[src/hdl/sspg_pkg.sv]
// Shared constants, types and helpers for the step-pulse generator.
// No dependencies.
`default_nettype none
package sspg_pkg;
  localparam int NUM_MOTORS_DEF  = 4;
  localparam int QUEUE_DEPTH_DEF = 16;
  localparam int SCALE_W = 13;
  localparam int PPU_W   = 16;
  localparam int CFG_W   = 16;
  localparam int SEG_W   = 33;
  localparam logic [SCALE_W-1:0] SCALE_RST = 13'd34;
  localparam logic [PPU_W-1:0]   PPU_RST   = 16'd160;
  localparam logic CFG_SCALE = 1'b0;
  localparam logic CFG_PPU   = 1'b1;
  localparam logic KIND_TICK = 1'b0;
  localparam logic KIND_PUSH = 1'b1;

  typedef struct packed {
    logic       is_push;
    logic [1:0] motor;
    logic [SEG_W-1:0] seg;
  } cmd_t;

  function automatic logic [15:0] mag16(input logic [15:0] v);
    logic [15:0] n;
    begin
      n = 16'd0 - v;
      mag16 = v[15] ? n : v;
    end
  endfunction
endpackage
`default_nettype wire

[src/hdl/sspg_ram.sv]
// Generic single-write, single-read RAM with registered read.
// No dependencies.
`default_nettype none
module sspg_ram #(
  parameter int WIDTH = 8,
  parameter int DEPTH = 16
) (
  input  wire                     clk,
  input  wire                     we,
  input  wire [$clog2(DEPTH)-1:0] waddr,
  input  wire [WIDTH-1:0]         wdata,
  input  wire [$clog2(DEPTH)-1:0] raddr,
  output logic [WIDTH-1:0]        rdata
);
  logic [WIDTH-1:0] mem [DEPTH];
  always_ff @(posedge clk) begin
    if (we) mem[waddr] <= wdata;
    rdata <= mem[raddr];
  end
endmodule
`default_nettype wire

[src/hdl/sspg_front.sv]
// Front end: accepts items and packs them into commands for the back end.
// Uses sspg_pkg.
`default_nettype none
module sspg_front (
  input  wire                      clk,
  input  wire                      rst,
  input  wire                      valid,
  output logic                     ready,
  input  wire                      kind,
  input  wire  [1:0]               motor,
  input  wire                      seg_running,
  input  wire  [15:0]              seg_speed,
  input  wire  [15:0]              seg_distance,
  output logic                     cmd_valid,
  input  wire                      cmd_ready,
  output sspg_pkg::cmd_t           cmd
);
  // two-entry queue
  sspg_pkg::cmd_t q [2];
  logic [1:0] cnt;
  logic       wp, rp;
  logic       push, pop;

  assign ready = (cnt != 2'd2);
  assign push  = valid && ready;
  assign cmd_valid = (cnt != 2'd0);
  assign pop   = cmd_valid && cmd_ready;
  assign cmd   = q[rp];

  always_ff @(posedge clk) begin
    if (rst) begin
      cnt <= 2'd0; wp <= 1'b0; rp <= 1'b0;
    end else begin
      if (push) begin
        q[wp] <= '{is_push: (kind == sspg_pkg::KIND_PUSH), motor: motor,
                   seg: {seg_running, seg_speed, seg_distance}};
        wp <= ~wp;
      end
      if (pop) rp <= ~rp;
      cnt <= cnt + {1'b0, push} - {1'b0, pop};
    end
  end
endmodule
`default_nettype wire

[src/hdl/sspg_div.sv]
// Iterative restoring divider, one quotient bit per cycle.
// No dependencies.
`default_nettype none
module sspg_div (
  input  wire         clk,
  input  wire         rst,
  input  wire         start,
  input  wire  [16:0] num,
  input  wire  [15:0] den,
  output logic        done,
  output logic [16:0] quo
);
  logic [16:0] rem;
  logic [4:0]  cnt;
  logic        busy;
  logic [17:0] trial;
  assign trial = {rem[16:0], quo[16]} - {2'b0, den};
  always_ff @(posedge clk) begin
    if (rst) begin
      busy <= 1'b0; done <= 1'b0; cnt <= 5'd0;
    end else begin
      done <= 1'b0;
      if (start) begin
        busy <= 1'b1; rem <= 17'd0; quo <= num; cnt <= 5'd17;
      end else if (busy) begin
        if (!trial[17]) rem <= trial[16:0];
        else rem <= {rem[15:0], quo[16]};
        quo <= {quo[15:0], ~trial[17]};
        cnt <= cnt - 5'd1;
        if (cnt == 5'd1) begin
          busy <= 1'b0; done <= 1'b1;
        end
      end
    end
  end
endmodule
`default_nettype wire

[src/hdl/sspg_back.sv]
// Back end: segment queues, per-motor tick sequencing and segment loading.
// Uses sspg_pkg, sspg_ram and sspg_div.
`default_nettype none
module sspg_back #(
  parameter int NUM_MOTORS  = sspg_pkg::NUM_MOTORS_DEF,
  parameter int QUEUE_DEPTH = sspg_pkg::QUEUE_DEPTH_DEF
) (
  input  wire                          clk,
  input  wire                          rst,
  input  wire                          cmd_valid,
  output logic                         cmd_ready,
  input  wire sspg_pkg::cmd_t          cmd,
  input  wire  [sspg_pkg::SCALE_W-1:0] scale,
  input  wire  [sspg_pkg::PPU_W-1:0]   ppu,
  output logic                         out_valid,
  input  wire                          out_ready,
  output logic [3:0]                   step_levels,
  output logic [3:0]                   dir_levels,
  output logic [3:0]                   queue_empty,
  output logic                         push_dropped
);
  localparam int MW = (NUM_MOTORS > 1) ? $clog2(NUM_MOTORS) : 1;
  localparam int AW = $clog2(QUEUE_DEPTH);
  localparam int FW = $clog2(QUEUE_DEPTH + 1);
  localparam int RA = MW + AW;
  localparam logic [2:0] S_IDLE = 3'd0, S_TICK = 3'd1, S_RD = 3'd2,
                         S_RDW = 3'd3, S_DIV = 3'd4, S_MUL = 3'd5, S_OUT = 3'd6;

  logic [2:0]  state;
  logic [15:0] tcnt [NUM_MOTORS];
  logic [15:0] per  [NUM_MOTORS];
  logic [15:0] pl   [NUM_MOTORS];
  logic [NUM_MOTORS-1:0] lvl, dir;
  logic [FW-1:0] fill [NUM_MOTORS];
  logic [AW-1:0] head [NUM_MOTORS];
  logic [MW-1:0] m;
  logic          drop;
  logic [sspg_pkg::SEG_W-1:0] seg;
  logic [31:0]   prod;

  logic          we;
  logic [RA-1:0] waddr, raddr;
  logic [sspg_pkg::SEG_W-1:0] rdata;
  logic [AW:0]   wsum;
  logic [AW-1:0] wptr;
  logic [MW-1:0] cm;
  logic          cm_ok;

  assign cm    = MW'(cmd.motor);
  assign cm_ok = ({30'd0, cmd.motor} < NUM_MOTORS) && (fill[cm] < FW'(QUEUE_DEPTH));
  assign wsum  = {1'b0, head[cm]} + (AW+1)'(fill[cm]);
  // wrap the tail position around the queue depth
  assign wptr  = (32'(wsum) >= QUEUE_DEPTH) ? AW'(wsum - (AW+1)'(QUEUE_DEPTH)) : AW'(wsum);
  assign we    = (state == S_IDLE) && cmd_valid && cmd.is_push && cm_ok;
  assign waddr = {cm, wptr};
  assign raddr = {m, head[m]};
  assign cmd_ready = (state == S_IDLE);

  sspg_ram #(.WIDTH(sspg_pkg::SEG_W), .DEPTH(2 ** RA)) u_ram (
    .clk(clk), .we(we), .waddr(waddr), .wdata(cmd.seg), .raddr(raddr), .rdata(rdata));

  logic        dstart, ddone;
  logic [16:0] dquo;
  logic [16:0] dnum;
  logic [15:0] spd, dst;
  logic [16:0] q16;
  logic [15:0] fl;
  assign spd = sspg_pkg::mag16(seg[31:16]);
  assign dst = sspg_pkg::mag16(seg[15:0]);
  assign dnum = {1'b0, scale, 3'd0} + {3'd0, scale, 1'b0};
  sspg_div u_div (.clk(clk), .rst(rst), .start(dstart),
    .num(dnum), .den(spd), .done(ddone), .quo(dquo));
  assign dstart = (state == S_RDW) && rdata[32] && (rdata[31:16] != 16'd0);
  assign fl = {4'd0, scale[12:1]};
  assign q16 = (spd == 16'd0 || dquo[16]) ? 17'h0FFFF : dquo;

  always_ff @(posedge clk) begin
    if (rst) begin
      state <= S_IDLE; out_valid <= 1'b0; m <= '0;
      lvl <= '0; dir <= '0;
      for (int i = 0; i < NUM_MOTORS; i++) begin
        tcnt[i] <= '0; per[i] <= '0; pl[i] <= '0; fill[i] <= '0; head[i] <= '0;
      end
    end else begin
      unique case (state)
        S_IDLE: if (cmd_valid) begin
          m <= '0; drop <= 1'b0;
          if (cmd.is_push) begin
            drop <= !cm_ok;
            if (cm_ok) fill[cm] <= fill[cm] + FW'(1);
            state <= S_OUT;
          end else state <= S_TICK;
        end
        S_TICK: begin
          if (tcnt[m] == per[m]) begin
            tcnt[m] <= '0;
            if (pl[m] != 16'd0) begin
              lvl[m] <= ~lvl[m];
              if (lvl[m]) pl[m] <= pl[m] - 16'd1;
            end else if (fill[m] == '0) begin
              per[m] <= 16'd1;
            end else begin
              state <= S_RD;
            end
          end else tcnt[m] <= tcnt[m] + 16'd1;
          if (!(tcnt[m] == per[m] && pl[m] == 16'd0 && fill[m] != '0)) begin
            if (32'(m) == NUM_MOTORS - 1) state <= S_OUT;
            else m <= m + MW'(1);
          end
        end
        S_RD: state <= S_RDW;
        S_RDW: begin
          seg <= rdata;
          head[m] <= (32'(head[m]) == QUEUE_DEPTH - 1) ? '0 : head[m] + AW'(1);
          fill[m] <= fill[m] - FW'(1);
          if (!rdata[32]) begin
            per[m] <= 16'd1; pl[m] <= 16'd0;
            if (32'(m) == NUM_MOTORS - 1) state <= S_OUT;
            else begin m <= m + MW'(1); state <= S_TICK; end
          end else begin
            dir[m] <= !rdata[31] || !rdata[15];
            state <= S_DIV;
          end
        end
        S_DIV: if (spd == 16'd0 || ddone) begin
          per[m] <= (q16[15:0] < fl) ? fl : q16[15:0];
          prod <= {16'd0, dst} * {16'd0, ppu};
          state <= S_MUL;
        end
        S_MUL: begin
          pl[m] <= prod[15:0];
          if (32'(m) == NUM_MOTORS - 1) state <= S_OUT;
          else begin m <= m + MW'(1); state <= S_TICK; end
        end
        S_OUT: if (!out_valid || out_ready) begin
          out_valid <= 1'b1;
          push_dropped <= drop;
          for (int i = 0; i < 4; i++) begin
            step_levels[i] <= (i < NUM_MOTORS) ? lvl[i % NUM_MOTORS] : 1'b0;
            dir_levels[i]  <= (i < NUM_MOTORS) ? dir[i % NUM_MOTORS] : 1'b0;
            queue_empty[i] <= (i < NUM_MOTORS) ? (fill[i % NUM_MOTORS] == '0) : 1'b0;
          end
          state <= S_IDLE;
        end
        default: state <= S_IDLE;
      endcase
      if (out_valid && out_ready && !(state == S_OUT)) out_valid <= 1'b0;
    end
  end
endmodule
`default_nettype wire

[src/hdl/stepper_segment_pulse_generator_core.sv]
// Top level of the four-axis step-pulse generator: config, front, back.
// Uses sspg_pkg, sspg_front, sspg_back.
//  channel | direction | handshake
//  in      | input     | valid / ready
//  out     | output    | out_valid / out_ready
//  cfg     | input     | cfg_we
// A push goes from idle straight to the output state; a tick visits each
// motor in turn; a segment load reads the queue RAM, then runs the 17-step
// bit-serial divider and a multiply (a stop segment skips both, zero speed the divider).
// Reset is synchronous and clears all control state; queue RAM is not cleared.
// The front queue takes new items while the back end works or output stalls.
`default_nettype none
module stepper_segment_pulse_generator_core #(
  parameter int NUM_MOTORS  = sspg_pkg::NUM_MOTORS_DEF,
  parameter int QUEUE_DEPTH = sspg_pkg::QUEUE_DEPTH_DEF
) (
  input  wire        clk,
  input  wire        rst,
  input  wire        cfg_we,
  input  wire        cfg_index,
  input  wire [sspg_pkg::CFG_W-1:0] cfg_data,
  input  wire        valid,
  output logic       ready,
  input  wire        kind,
  input  wire [1:0]  motor,
  input  wire        seg_running,
  input  wire [15:0] seg_speed,
  input  wire [15:0] seg_distance,
  output logic       out_valid,
  input  wire        out_ready,
  output logic [3:0] step_levels,
  output logic [3:0] dir_levels,
  output logic [3:0] queue_empty,
  output logic       push_dropped
);
  logic [sspg_pkg::SCALE_W-1:0] scale;
  logic [sspg_pkg::PPU_W-1:0]   ppu;
  always_ff @(posedge clk) begin
    if (rst) begin
      scale <= sspg_pkg::SCALE_RST; ppu <= sspg_pkg::PPU_RST;
    end else if (cfg_we) begin
      if (cfg_index == sspg_pkg::CFG_SCALE) scale <= cfg_data[sspg_pkg::SCALE_W-1:0];
      else ppu <= cfg_data;
    end
  end

  logic cmd_valid, cmd_ready;
  sspg_pkg::cmd_t cmd;
  sspg_front u_front (.clk(clk), .rst(rst), .valid(valid), .ready(ready), .kind(kind),
    .motor(motor), .seg_running(seg_running), .seg_speed(seg_speed),
    .seg_distance(seg_distance), .cmd_valid(cmd_valid), .cmd_ready(cmd_ready), .cmd(cmd));
  sspg_back #(.NUM_MOTORS(NUM_MOTORS), .QUEUE_DEPTH(QUEUE_DEPTH)) u_back (
    .clk(clk), .rst(rst), .cmd_valid(cmd_valid), .cmd_ready(cmd_ready), .cmd(cmd),
    .scale(scale), .ppu(ppu), .out_valid(out_valid), .out_ready(out_ready),
    .step_levels(step_levels), .dir_levels(dir_levels), .queue_empty(queue_empty),
    .push_dropped(push_dropped));
endmodule
`default_nettype wire

[config.mk]
export PLATFORM = sky130hd
export DESIGN_NAME = stepper_segment_pulse_generator_core
export DESIGN_NICKNAME = d
export VERILOG_FILES = /design/src/hdl/sspg_pkg.sv /design/src/hdl/sspg_ram.sv /design/src/hdl/sspg_front.sv /design/src/hdl/sspg_div.sv /design/src/hdl/sspg_back.sv /design/src/hdl/stepper_segment_pulse_generator_core.sv
export SDC_FILE = /design/constraint.sdc
export NUM_CORES = 2
export LEC_CHECK = 0
export BUFFER_PORTS_ARGS = -buffer_cell sky130_fd_sc_hd__buf_4
export CELL_PAD_IN_SITES_DETAIL_PLACEMENT = 1
export CELL_PAD_IN_SITES_GLOBAL_PLACEMENT = 2
export CORE_ASPECT_RATIO = 1.5
export CORE_MARGIN = 10
export CORE_UTILIZATION = 40
export CTS_BUF_LIST = sky130_fd_sc_hd__clkbuf_4 sky130_fd_sc_hd__clkbuf_8 sky130_fd_sc_hd__clkbuf_16
export DETAILED_ROUTE_END_ITERATION = 8
export PLACE_DENSITY = 0.68
export SYNTH_ARGS = -nofsm -noshare
export SYNTH_HDL_FRONTEND = slang
export SYNTH_SLANG_ARGS = --single-unit
[constraint.sdc]
create_clock -name clk -period 7.3 [get_ports clk]
set_input_delay 1.46 -clock clk [delete_from_list [all_inputs] [get_ports clk]]
set_output_delay 1.46 -clock clk [all_outputs]
set_load 0.1 [all_outputs]
==> After elaboration in Yosys (flattened, before gate mapping) <==
Memory sizes are Yosys's and may differ from the RTL's. A register that Yosys moved wholly into a read port is not among the register bits.
Cells that the tools add are included.
{ "classes": {"order_cmp": 5, "multipliers": 1, "add_sub_neg": 15, "reduce_logical": 55, "eq_ne": 16, "n_bitwise": 12, "muxes": 121} }
{ "op_table": {"columns": ["operator", "n"], "rows": [
  ["$mux W16", 12],
  ["$mux W17", 4],
  ["$mux W1", 61],
  ["$reduce_or A16 Y1", 3],
  ["$mux W2", 20],
  ["$mux W3", 11],
  ["$logic_not A16 Y1", 2],
  ["$reduce_bool A16 Y1", 2],
  ["$sub A1 B16 Y16 const A", 2],
  ["$logic_not A5 Y1", 5],
  ["$pmux W3 S7", 1],
  ["$mux W5", 4],
  ["$sub A18 B16 Y18", 1],
  ["$add A16 B14 Y17", 1],
  ["$add A16 B1 Y16 const B", 1],
  ["$eq A16 B16 Y1", 1],
  ["$lt A16 B12 Y1", 1],
  ["$mul A16 B16 Y16", 1],
  ["$sub A16 B1 Y16 const B", 1],
  ["$reduce_and A3 Y1", 5],
  ["$mux W4", 3],
  ["$reduce_and A2 Y1", 6],
  ["$logic_and A1 B1 Y1", 11],
  ["$reduce_or A5 Y1", 2],
  ["other kinds (36)", 64]
]} }
{ "word_totals": {"regBits": 150, "mem_bits_rw": 2412, "memories": 7, "out_inout_bits": 15} }
{ "memory_table": {"columns": ["memory", "words", "width", "read_ports", "rd_ports_with_merged_regs", "wr", "line_no", "source"], "rows": [
  ["u_back.u_ram.mem", 64, 33, 1, 1, 1, "sspg_ram.sv:15", "logic [WIDTH-1:0] mem [DEPTH];"],
  ["u_front.q", 2, 36, 1, 1, 1, "sspg_front.sv:19", "sspg_pkg::cmd_t q [2];"],
  ["u_back.per", 4, 16, 1, 1, 4, "sspg_back.sv:31", "logic [15:0] per [NUM_MOTORS];"],
  ["u_back.pl", 4, 16, 1, 1, 4, "sspg_back.sv:32", "logic [15:0] pl [NUM_MOTORS];"],
  ["u_back.tcnt", 4, 16, 1, 1, 4, "sspg_back.sv:30", "logic [15:0] tcnt [NUM_MOTORS];"],
  ["u_back.fill", 4, 5, 6, 1, 4, "sspg_back.sv:34", "logic [FW-1:0] fill [NUM_MOTORS];"],
  ["+1 memories", null, null, null, null, null, null, null]
]} }

==> Logic depth before layout (Yosys ltp) <==
{ "depth": {"depth_word": 12, "ltp_mapped": 29} }

==> Cells and area by module <==
Synthesis repeated with hierarchy kept, for this count alone.
{ "unflattened": {"cells_unflattened": 5863, "hier_area_um2": 107934.8} }
{ "modules_own_cells": {"columns": ["mod", "area_each_um2", "instances", "seq_area_each_um2", "cells_each"], "rows": [
  ["sspg_ram", 81187.9, 1, 64081.5, 3598],
  ["sspg_back", 19588.8, 1, 9028.7, 1712],
  ["sspg_front", 2991.6, 1, 2262.2, 136],
  ["sspg_div", 2946.6, 1, 1161.1, 300],
  ["stepper_segment_pulse_generator_core", 1219.9, 1, 580.6, 117]
]} }

==> Least setup slack after synthesis <==
Ideal clock, no wire load.
{ "synth_timing": {"kind": "register to register", "startpoint": "register u_back.seg[0] (netlist bit)", "endpoint": "register u_back.prod[15] (data pin)", "t_arrival_ns": 6.473, "n_path_buf": 1, "path_stages_with_launch": 25, "slack_ns": 0.569, "period_less_slack_ns": 6.731, "setup_ns": 0.258, "t_required_ns": 7.042, "cell_sequence": "edfxtp_1 buf_1 inv_1 ha_1 or3b_2 or2_2 o31ai_1 xnor2_1 nand2_1 fa_1 fa_1 inv_1 fa_1 fa_1 inv_1 fa_1 fa_1 xor2_1 xnor2_1 xnor2_1 xnor2_1 xnor3_1 xnor2_1 xnor2_1 xnor2_1"} }
{ "synth_via": {"elab_chain_cells": 3} }
{ "synth_rtl": {"columns": ["item", "line_no", "source"], "rows": [
  ["start, declared", "sspg_back.sv:38", "logic [sspg_pkg::SEG_W-1:0] seg;"],
  ["start signal, assigned", "sspg_back.sv:113", "seg <= rdata;"],
  ["$sub A1 B16 Y16", "sspg_pkg.sv:27", "n = 16'd0 - v;"],
  ["$mux W16 (*)", "sspg_pkg.sv:28", "mag16 = v[15] ? n : v;"],
  ["$mul A16 B16 Y16 (*)", "sspg_back.sv:127", "prod <= {16'd0, dst} * {16'd0, ppu};"],
  ["end signal, assigned", "sspg_back.sv:127", null],
  ["end, declared", "sspg_back.sv:39", "logic [31:0] prod;"]
]} }
Mark *: on every way between the ends. The rest lies on a longest branch, timed or not.
A chain may end at the register's enable or synchronous reset.

==> Worst setup path after layout <==
{ "layout_timing": {"startpoint": "register u_back.seg[1] (netlist bit)", "endpoint": "register u_back.prod[15] (data pin)"} }
Same word-level chain as after synthesis.

==> results.cfg <==
[run_status]
status = complete, no violations

[cts]
insertion_delay_ps = 910
cts_tree = done
path_clk_slew_ps = 60
hold_buffers = 0
cts.sinks = 2598
cts_resized = 0
cts_setup_buffers = 0
numCtsBuffers = 242
htreeDepth = 4
cts_root_buf = clkbuf_16
clk_path_buf_depth = 4

[sta]
finalCriticalPeriod_ps = 7020
layout_setup_ws_ps = 277
worst_pin_slew_ps = 1340
drv_slew = 0
setup_violations = 0
fmax_mhz = 142
slew_headroom_pct = 10.5
skew_ps = 57.0
tns_ps = 0
finalCritPeriodShare_pct = 96.2
hold_violations = 0

[synth]
ys_ff_latch = 2598
synth_top_family_by_area = multiplexers
ys_types = 77
synth-compound-area-share_pct = 2.03
synthXorXnorAreaFrac_pct = 1.16
synthCells = 5575
synth_fa_ha_area_share_pct = 2.72
synth.avg_cell_area_um2 = 19.3
synth_nets = 5817
synth_flop_cell = edfxtp_1
synthSimpleGateAreaFrac_pct = 3.90
synth_mux_area_share_pct = 16.5
synthArstFlopShare_pct = 0
netlist_area_um2 = 107000
synth-edff-count = 2508
yosysSeqAreaShare_pct = 71.8
yosysWarnings = 0

[drt]
routedWlPerCell_um = 31.7
vias = 54400
drc = 0
dr.pass1.iters = 5
drt-vias-per-instance = 5.71
dr.first_iter.drc_count = 4948
routed_wl_mm = 301
ant_nets = 0

[floorplan]
initial_utilization_pct = 40.2
dieArea_um2 = 290000
rows = 232
coreArea_um2 = 267000
die_x_um = 443
ioPinCount = 73
fp.dieH_um = 655

[setup_path]
rr_worst_depth = 23
crit_fanout = 6
crit_type = flip-flop to flip-flop
crit_path_end = u_back.prod[15]
worstReg2RegEnd = u_back.prod[15]
cp.required_ps = 7900
reg2reg_setup_slack_ps = 280
critPathLaunch = u_back.seg[1]
crit_path_end_kind = flip-flop
r2r_start = u_back.seg[1]
cp.arrival_ps = 7620
cp-start-kind = flip-flop

[power]
p_switching_mw = 11.3
p_seq_share_pct = 45.5
p_comb_share_pct = 21.7
p_per_area_nw_per_um2 = 328
p_int_mw = 28.4
p_leak_nw = 39.1
clkPwrFrac_pct = 32.7
vdd_drop_max_uv = 244
p_sw_share_pct = 28.5

[placement]
dp_slack_ps = 124
dp_hpwl_mm = 185
io_buffers = 72
place.gp.congestion = 0.808
dpl.cell_count = 9066

[grt]
grt_max_degree = 111
grt.overflow.total = 0
antenna_found_initial = 5
grt_pass1_wl_mm = 429
track_usage_pct = 20.4
grt_pass1_vias = 58300

[finish]
layout.cells.most_common_list = edfxtp_1 (2508), mux4_2 (621), mux2i_1 (326)
areaGrowthSynthToFinish_pct = 13.0
instances_no_fill = 9513
fin_nets = 6042
drive_gt1_share_pct = 23.8
fillers = 24600
final_common_cell = edfxtp_1
final_util_pct = 45.5

[hold_path]
hold_path.class = flip-flop to flip-flop
min_from = u_back.u_ram.rdata[10]

[run]
maxCapViolations = 0
[state kept, by name (all words and copies together), names as in the netlist, 17 cells and up, named ones only]
name	count
u_front.q	72
u_back.pl	64
u_back.u_ram.mem	2112
u_back.u_ram.rdata	33
u_back.per	64
u_back.u_div.quo	17
u_back.u_div.rem	17
u_back.tcnt	64
u_back.fill	20
u_back.seg	32
[power groups by stage]
| stage | Sequential (mW) | Clock (mW) | Combinational (mW) |
|---|---|---|---|
| final | 18.1 | 13.0 | 8.64 |
| after global routing | 18.1 | 13.8 | 9.25 |
| after CTS | 18.1 | 13.3 | 8.79 |
| after detailed placement | 18.4 | 0 | 8.77 |
| after global placement | 18.4 | 0 | 8.62 |
| after floorplan | 18.2 | 0 | 5.66 |
[stage by stage]
step,power (mW),instance area (um2),hold slack [ps]
after floorplan,23.9,107000,386
after global placement,27.0,113000,389
after detailed placement,27.2,113000,390
after CTS,40.1,121000,406
after global routing,41.2,121000,412
final,39.7,121000,406
[cells by family after synthesis]
| group | after synthesis |
|---|---|
| AO/OA/AOI/OAI | 329 |
| XOR/XNOR | 141 |
| adder cells (fa/ha/maj) | 184 |
| buffers and inverters | 428 |
| flip-flops | 2598 |
| multiplexers | 988 |
| AND/OR/NAND/NOR | 907 |
[worst min-delay path by stage]
| stage | endpoint | slack (ps) | depth (start not counted) |
|---|---|---|---|
| 3_3_place_gp | u_back.seg[10] | 390 | 0 |
| 6_report | u_back.seg[10] | 410 | 0 |
| 4_1_cts | u_back.seg[13] | 410 | 0 |
| 3_5_place_dp | u_back.seg[10] | 390 | 0 |
| 5_1_grt | u_back.seg[14] | 410 | 0 |
| 2_1_floorplan | u_back.seg[0] | 390 | 0 |
[per-layer routing]
metal  GRT usage, %  part of all wire, %  vias up
met3           2.11                  4.0      495
li1               -                    -    22700
met1           23.6                   37    29700
met4           7.62                  4.0        0
met5              0                    0        -
met2           38.6                   55     1456
[cells in the mapped netlist, drive strengths merged (25+ instances only)]
cell	n	area, um2
edfxtp	2508	75300
xnor2	74	648
nor2	328	1230
dfxtp	90	1800
xor2	66	578
fa	83	1660
o21ai	63	319
buf	145	900
nand3	44	225
nor3	54	270
mux2i	328	3280
clkbuf	130	488
ha	101	1260
nand2b	34	235
inv	153	574
and2	74	463
a21oi	69	345
mux2	36	405
nand2	251	942
mux4	624	14100
o31ai	25	188
[cell type report]
class / instances / area [um2] / share of cell area, %
Inverter: 153 / 574 / 0.473
Multi-Input combinational cell: 2549 / 28800 / 23.8
Tap cell: 3510 / 4390 / 3.62
Clock buffer: 310 / 6660 / 5.49
Sequential cell: 2598 / 77100 / 63.6
Antenna cell: 4 / 10.0 / 0.00825
Timing Repair Buffer: 256 / 2280 / 1.88
Clock inverter: 133 / 1420 / 1.17
[worst max-delay path, cell delays in order (launching register included)]
cell and delay, ps:
edfxtp_1 390, inv_1 80, ha_1 190, or3b_2 510
or2_2 330, o31ai_2 300, xnor2_2 220, nand2_1 160
fa_1 530, fa_1 500, inv_1 50, fa_1 480
fa_1 570, inv_1 50, fa_1 440, fa_1 380
xor2_1 160, xnor2_1 190, xnor2_1 100, xnor2_1 230
xnor3_1 360, xnor2_1 150, xnor2_1 280, xnor2_1 110
No activity file was read; power rests on OpenSTA's default activity.
